--- src/rtl/shacc_pkg.sv ---
// Shared types and constants for the stripe hash accumulator.
// Used by the controller, the datapath and the top level; depends on nothing.
package shacc_pkg;

  localparam int unsigned LANES            = 8;
  localparam int unsigned LANE_W           = 3;
  localparam int unsigned STRIPE_KEY_WORDS = 16;
  localparam int unsigned SCRAMBLE_SHIFT   = 47;
  localparam int unsigned HALF_BITS        = 32;
  localparam logic [31:0] MUL_PRIME        = 32'd2654435761;

  typedef enum logic [2:0] {
    KIND_KEY_WR = 3'd0,
    KIND_ACC_WR = 3'd1,
    KIND_LANE   = 3'd2,
    KIND_ACC_RD = 3'd3,
    KIND_START  = 3'd4
  } kind_t;

  typedef enum logic [1:0] {
    MUL_LANE   = 2'd0,
    MUL_SCR_LO = 2'd1,
    MUL_SCR_HI = 2'd2
  } mul_sel_t;

  typedef enum logic {
    SUM_ACC_VAL = 1'b0,
    SUM_PROD    = 1'b1
  } sum_sel_t;

  typedef struct packed {
    logic     key_wr;
    logic     acc_wr_in;
    logic     cnt_clr;
    logic     lane_rd;
    logic     scr_rd;
    logic     host_rd;
    logic     mul_en;
    mul_sel_t mul_sel;
    logic     sum_en;
    sum_sel_t sum_sel;
    logic     acc_wr_res;
    logic     wr_scr;
    logic     lane_inc;
    logic     stripe_inc;
    logic     out_load;
  } ctrl_cmd_t;

  typedef struct packed {
    logic lane_last;
    logic stripe_last;
    logic out_free;
  } dp_stat_t;

endpackage

--- src/rtl/shacc_ctrl.sv ---
// Controller state machine for the stripe hash accumulator.
// Decodes input beats and sequences the datapath; uses shacc_pkg.
module shacc_ctrl (
  input  logic                 clk,
  input  logic                 rst_n,
  input  logic                 in_valid,
  output logic                 in_ready,
  input  logic [2:0]           in_kind,
  input  logic                 in_tail,
  input  shacc_pkg::dp_stat_t  stat,
  output shacc_pkg::ctrl_cmd_t cmd
);

  typedef enum logic [7:0] {
    S_IDLE  = 8'b0000_0001,
    S_RD    = 8'b0000_0010,
    S_LMUL  = 8'b0000_0100,
    S_LACC  = 8'b0000_1000,
    S_SC_RD = 8'b0001_0000,
    S_SC_M0 = 8'b0010_0000,
    S_SC_M1 = 8'b0100_0000,
    S_SC_WR = 8'b1000_0000
  } state_t;

  state_t state_r, state_nxt;
  logic   tail_r, tail_nxt;

  assign in_ready = (state_r == S_IDLE);

  always_comb begin
    state_nxt = state_r;
    tail_nxt  = tail_r;
    cmd       = '0;
    unique case (state_r)
      S_IDLE: begin
        if (in_valid) begin
          unique case (shacc_pkg::kind_t'(in_kind))
            shacc_pkg::KIND_KEY_WR: cmd.key_wr = 1'b1;
            shacc_pkg::KIND_ACC_WR: cmd.acc_wr_in = 1'b1;
            shacc_pkg::KIND_LANE: begin
              cmd.lane_rd = 1'b1;
              tail_nxt    = in_tail;
              state_nxt   = S_LMUL;
            end
            shacc_pkg::KIND_ACC_RD: begin
              cmd.host_rd = 1'b1;
              state_nxt   = S_RD;
            end
            shacc_pkg::KIND_START: cmd.cnt_clr = 1'b1;
            default: state_nxt = S_IDLE;
          endcase
        end
      end
      S_RD: begin
        if (stat.out_free) begin
          cmd.out_load = 1'b1;
          state_nxt    = S_IDLE;
        end
      end
      S_LMUL: begin
        cmd.mul_en  = 1'b1;
        cmd.mul_sel = shacc_pkg::MUL_LANE;
        cmd.sum_en  = 1'b1;
        cmd.sum_sel = shacc_pkg::SUM_ACC_VAL;
        state_nxt   = S_LACC;
      end
      S_LACC: begin
        cmd.acc_wr_res = 1'b1;
        cmd.lane_inc   = 1'b1;
        state_nxt      = S_IDLE;
        if (!tail_r && stat.lane_last) begin
          cmd.stripe_inc = 1'b1;
          if (stat.stripe_last) begin
            state_nxt = S_SC_RD;
          end
        end
      end
      S_SC_RD: begin
        cmd.scr_rd = 1'b1;
        state_nxt  = S_SC_M0;
      end
      S_SC_M0: begin
        cmd.mul_en  = 1'b1;
        cmd.mul_sel = shacc_pkg::MUL_SCR_LO;
        state_nxt   = S_SC_M1;
      end
      S_SC_M1: begin
        cmd.mul_en  = 1'b1;
        cmd.mul_sel = shacc_pkg::MUL_SCR_HI;
        cmd.sum_en  = 1'b1;
        cmd.sum_sel = shacc_pkg::SUM_PROD;
        state_nxt   = S_SC_WR;
      end
      S_SC_WR: begin
        cmd.acc_wr_res = 1'b1;
        cmd.wr_scr     = 1'b1;
        cmd.lane_inc   = 1'b1;
        state_nxt      = stat.lane_last ? S_IDLE : S_SC_RD;
      end
      default: state_nxt = S_IDLE;
    endcase
  end

  always_ff @(posedge clk) begin
    if (!rst_n) begin
      state_r <= S_IDLE;
    end else begin
      state_r <= state_nxt;
    end
  end

  always_ff @(posedge clk) begin
    tail_r <= tail_nxt;
  end

endmodule

--- config.mk ---
export PLATFORM = sky130hd
export DESIGN_NAME = shacc_ctrl
export DESIGN_NICKNAME = d
export VERILOG_FILES = /design/src/rtl/shacc_pkg.sv /design/src/rtl/shacc_ctrl.sv
export SDC_FILE = /design/constraint.sdc
export NUM_CORES = 1
export LEC_CHECK = 0
export BUFFER_PORTS_ARGS = -buffer_cell sky130_fd_sc_hd__buf_2
export CORE_MARGIN = 8
export CORE_UTILIZATION = 45
export CTS_CLUSTER_DIAMETER = 100
export DETAILED_ROUTE_END_ITERATION = 6
export GPL_TIMING_DRIVEN = 0
export PLACE_DENSITY_LB_ADDON = 0.2
export SLEW_MARGIN = 10
export SYNTH_ARGS = -nofsm -noshare
export SYNTH_HDL_FRONTEND = slang
export SYNTH_SLANG_ARGS = --single-unit
--- constraint.sdc ---
create_clock -name clk -period 1.52 [get_ports clk]
set_input_delay 0.304 -clock clk [delete_from_list [all_inputs] [get_ports clk]]
set_output_delay 0.304 -clock clk [all_outputs]
set_load 0.01 [all_outputs]
==> impl_metrics.ini <==
[run_status]
outcome = finished with violations
violations = setup timing

[detailed_routing]
firstDrtPassIters = 5
avgRoutedWirePerCell_um = 18.5
route.met3.wl_um = 211
route.met2.wl_mm = 1.37
wl_met1_mm = 1.05
drc_errors = 0
top_layer_used = met4
vias = 841
routed_wl_mm = 2.70
ant_nets = 0
drt_iter0_markers = 27
vias_per_cell = 5.76

[floorplanning]
core_sq_um = 1320
dieArea_sq_um = 2910
io_pins = 27
start_util = 0.493
fp.dieH_um = 54.0
die_x_um = 54.0
rows = 13

[place]
io_buffers = 26
place_hpwl_mm = 1.37
post_dp_cell_area_sq_um = 808
routabilityCongestion = 0.793
placed_cells = 124
pre_cts_ws_ps = -144

[yosys]
syn_avg_cell_area_sq_um = 7.82
synth_top_area_frac = 0.247
synth_top_area_cell = dfxtp_1
synth_area_sq_um = 649
syn-num-nets = 93
synth-edff-count = 1
synth_cell_types = 32
syn_inst = 83
async_reset_ff_frac = 0
yosysWarnings = 0
seq_area_frac_synth = 0.293
synth_area_leaders = dfxtp_1 25%, nand2_1 5.8%, nor2_1 5.8%
synth_common_cells = 10 x nand2_1, 10 x nor2_1, 8 x dfxtp_1, 5 x nor3_1, 5 x nor4_1
ys_ff_latch = 9
synth_ff_type = dfxtp_1

[sta]
min_period_over_period = 1.25
tightest_slew_ps = 289
setup_ws_ps = -387
slew_viol_final = 0
hold_viol = 0
fin_skew_ps = 6.13
maxSlewHeadroom = 0.807
setup_tns_ps = -6030
fin_crit_ps = 1910
hold_ws_ps = 201
rsz0062_at_grt = yes
max_freq_mhz = 524
setup_viol = 26

[critical_path]
worst_setup_path_end_kind = output pin
cp.required_ps = 1220
reg2reg_to = state_r[3]$_SDFFE_PN0P_
path_class = reg2out
startpoint_type = flip-flop
reg2reg_slack_ps = -170
cp-startpoint = state_r[4]$_SDFFE_PN0P_
rr_startpoint = state_r[4]$_SDFFE_PN0P_
reg2regPathDepth = 7
cp.arrival_ps = 1600
worst-path-max-fanout = 5

[clock_tree]
cts_hold_buf = 0
cts_made_buffers = 3
cts.htree.levels = 1
clock_path_buffers = 2
path_clk_slew_ps = 70
clk_latency_ps = 280
cts_tree = yes
clock-root-buffer = clkbuf_4
cts_sinks = 9

[global_route]
grt_overflow = 0
grt_pass1_vias = 775
antenna_found_initial = 0
track_usage = 0.148
grt_pass1_wl_mm = 3.34
grt_max_degree = 8

[cells_and_area]
n_fill_cell = 64
layoutNonFillerInstCount = 146
drive_above_1_share = 0.656
finalNetCount = 142
diodes = 0
design_area_sq_um = 1180
utilization = 0.898
syn2layout_area_growth_pct = 82.3

[power]
irDropWorstVdd_mv = 0.523
cellLeakagePower_nw = 0.546
power_density_nw_per_um2 = 787
p_total_mw = 0.931

[job]
maxCapViolations = 0

[worst_hold_path]
hold_class = in2reg
worstHoldStart = in_tail
hold_depth = 1
whs_endpoint = tail_r$_DFFE_PP_
==> state kept, by name, indices dropped and copies added, names as in the netlist <==
signal / flops
state_r: 8
tail_r: 1
==> per-layer routing <==
metal	vias to the layer above	GRT usage
li1	393	-
met1	385	0.177
met2	54	0.255
met3	9	0.0413
met4	0	0.0369
met5	-	0
==> cell families (layout without fill, tap and decap cells) <==
group,Yosys count,in the layout,share of synthesized area
AO/OA/AOI/OAI,13,13,0.152
AND/OR/NAND/NOR,50,50,0.449
XOR/XNOR,2,2,0.0270
flip-flops,9,9,0.293
buffers and inverters,9,57,0.0790
==> worst max-delay path by stage <==
| stage | end | slack, ps | cells after the start |
|---|---|---|---|
| detailed placement | cmd[15] | -140 | 5 |
| global route | cmd[8] | -470 | 6 |
| global placement | cmd[8] | -120 | 6 |
| CTS | cmd[13] | -340 | 5 |
| floorplan | cmd[13] | -70 | 4 |
| finish | cmd[6] | -390 | 7 |
==> worst max-delay path, stage by stage (launching register included) <==
cell     delay, ps
dfxtp_4        370
buf_6          120
nor3_4         230
nand2_4        130
buf_4          160
buf_6          120
nor2_4          80
buf_6          100
==> layout by cell type, fill, tap and decap left out, drive strengths merged, types with 2 or more instances in the layout <==
cell    instances
nor3b           3
a21oi           2
nor4            5
nand2          10
inv             4
o21ai           3
nor2b           3
and3            4
clkbuf          4
a21o            3
dfxtp           8
nor2           10
nand2b          2
nor3            7
buf            49
and2            2
==> power breakdown <==
part,switching (mW),internal [mW],total (mW)
clock network,0.106,0.102,0.208
logic,0.226,0.216,0.442
registers,0.0292,0.252,0.281
==> layout make-up <==
class                           count  area [sq um]  area share
Sequential cell                     9           210       0.178
Inverter                            4          15.0      0.0127
Clock buffer                        4          26.3      0.0222
Buffer                              2          15.0      0.0127
Multi-Input combinational cell     65           553       0.467
Timing Repair Buffer               47           345       0.292
Tap cell                           15          18.8      0.0159
==> timing repair <==
action,CTS,global route
gates cloned,0,0
setup endpoints to repair,18,26
resized for setup,16,38
hold endpoints to repair,0,0
setup buffers,10,12
pin swaps,16,17
No activity file was read; power rests on OpenSTA's default activity.
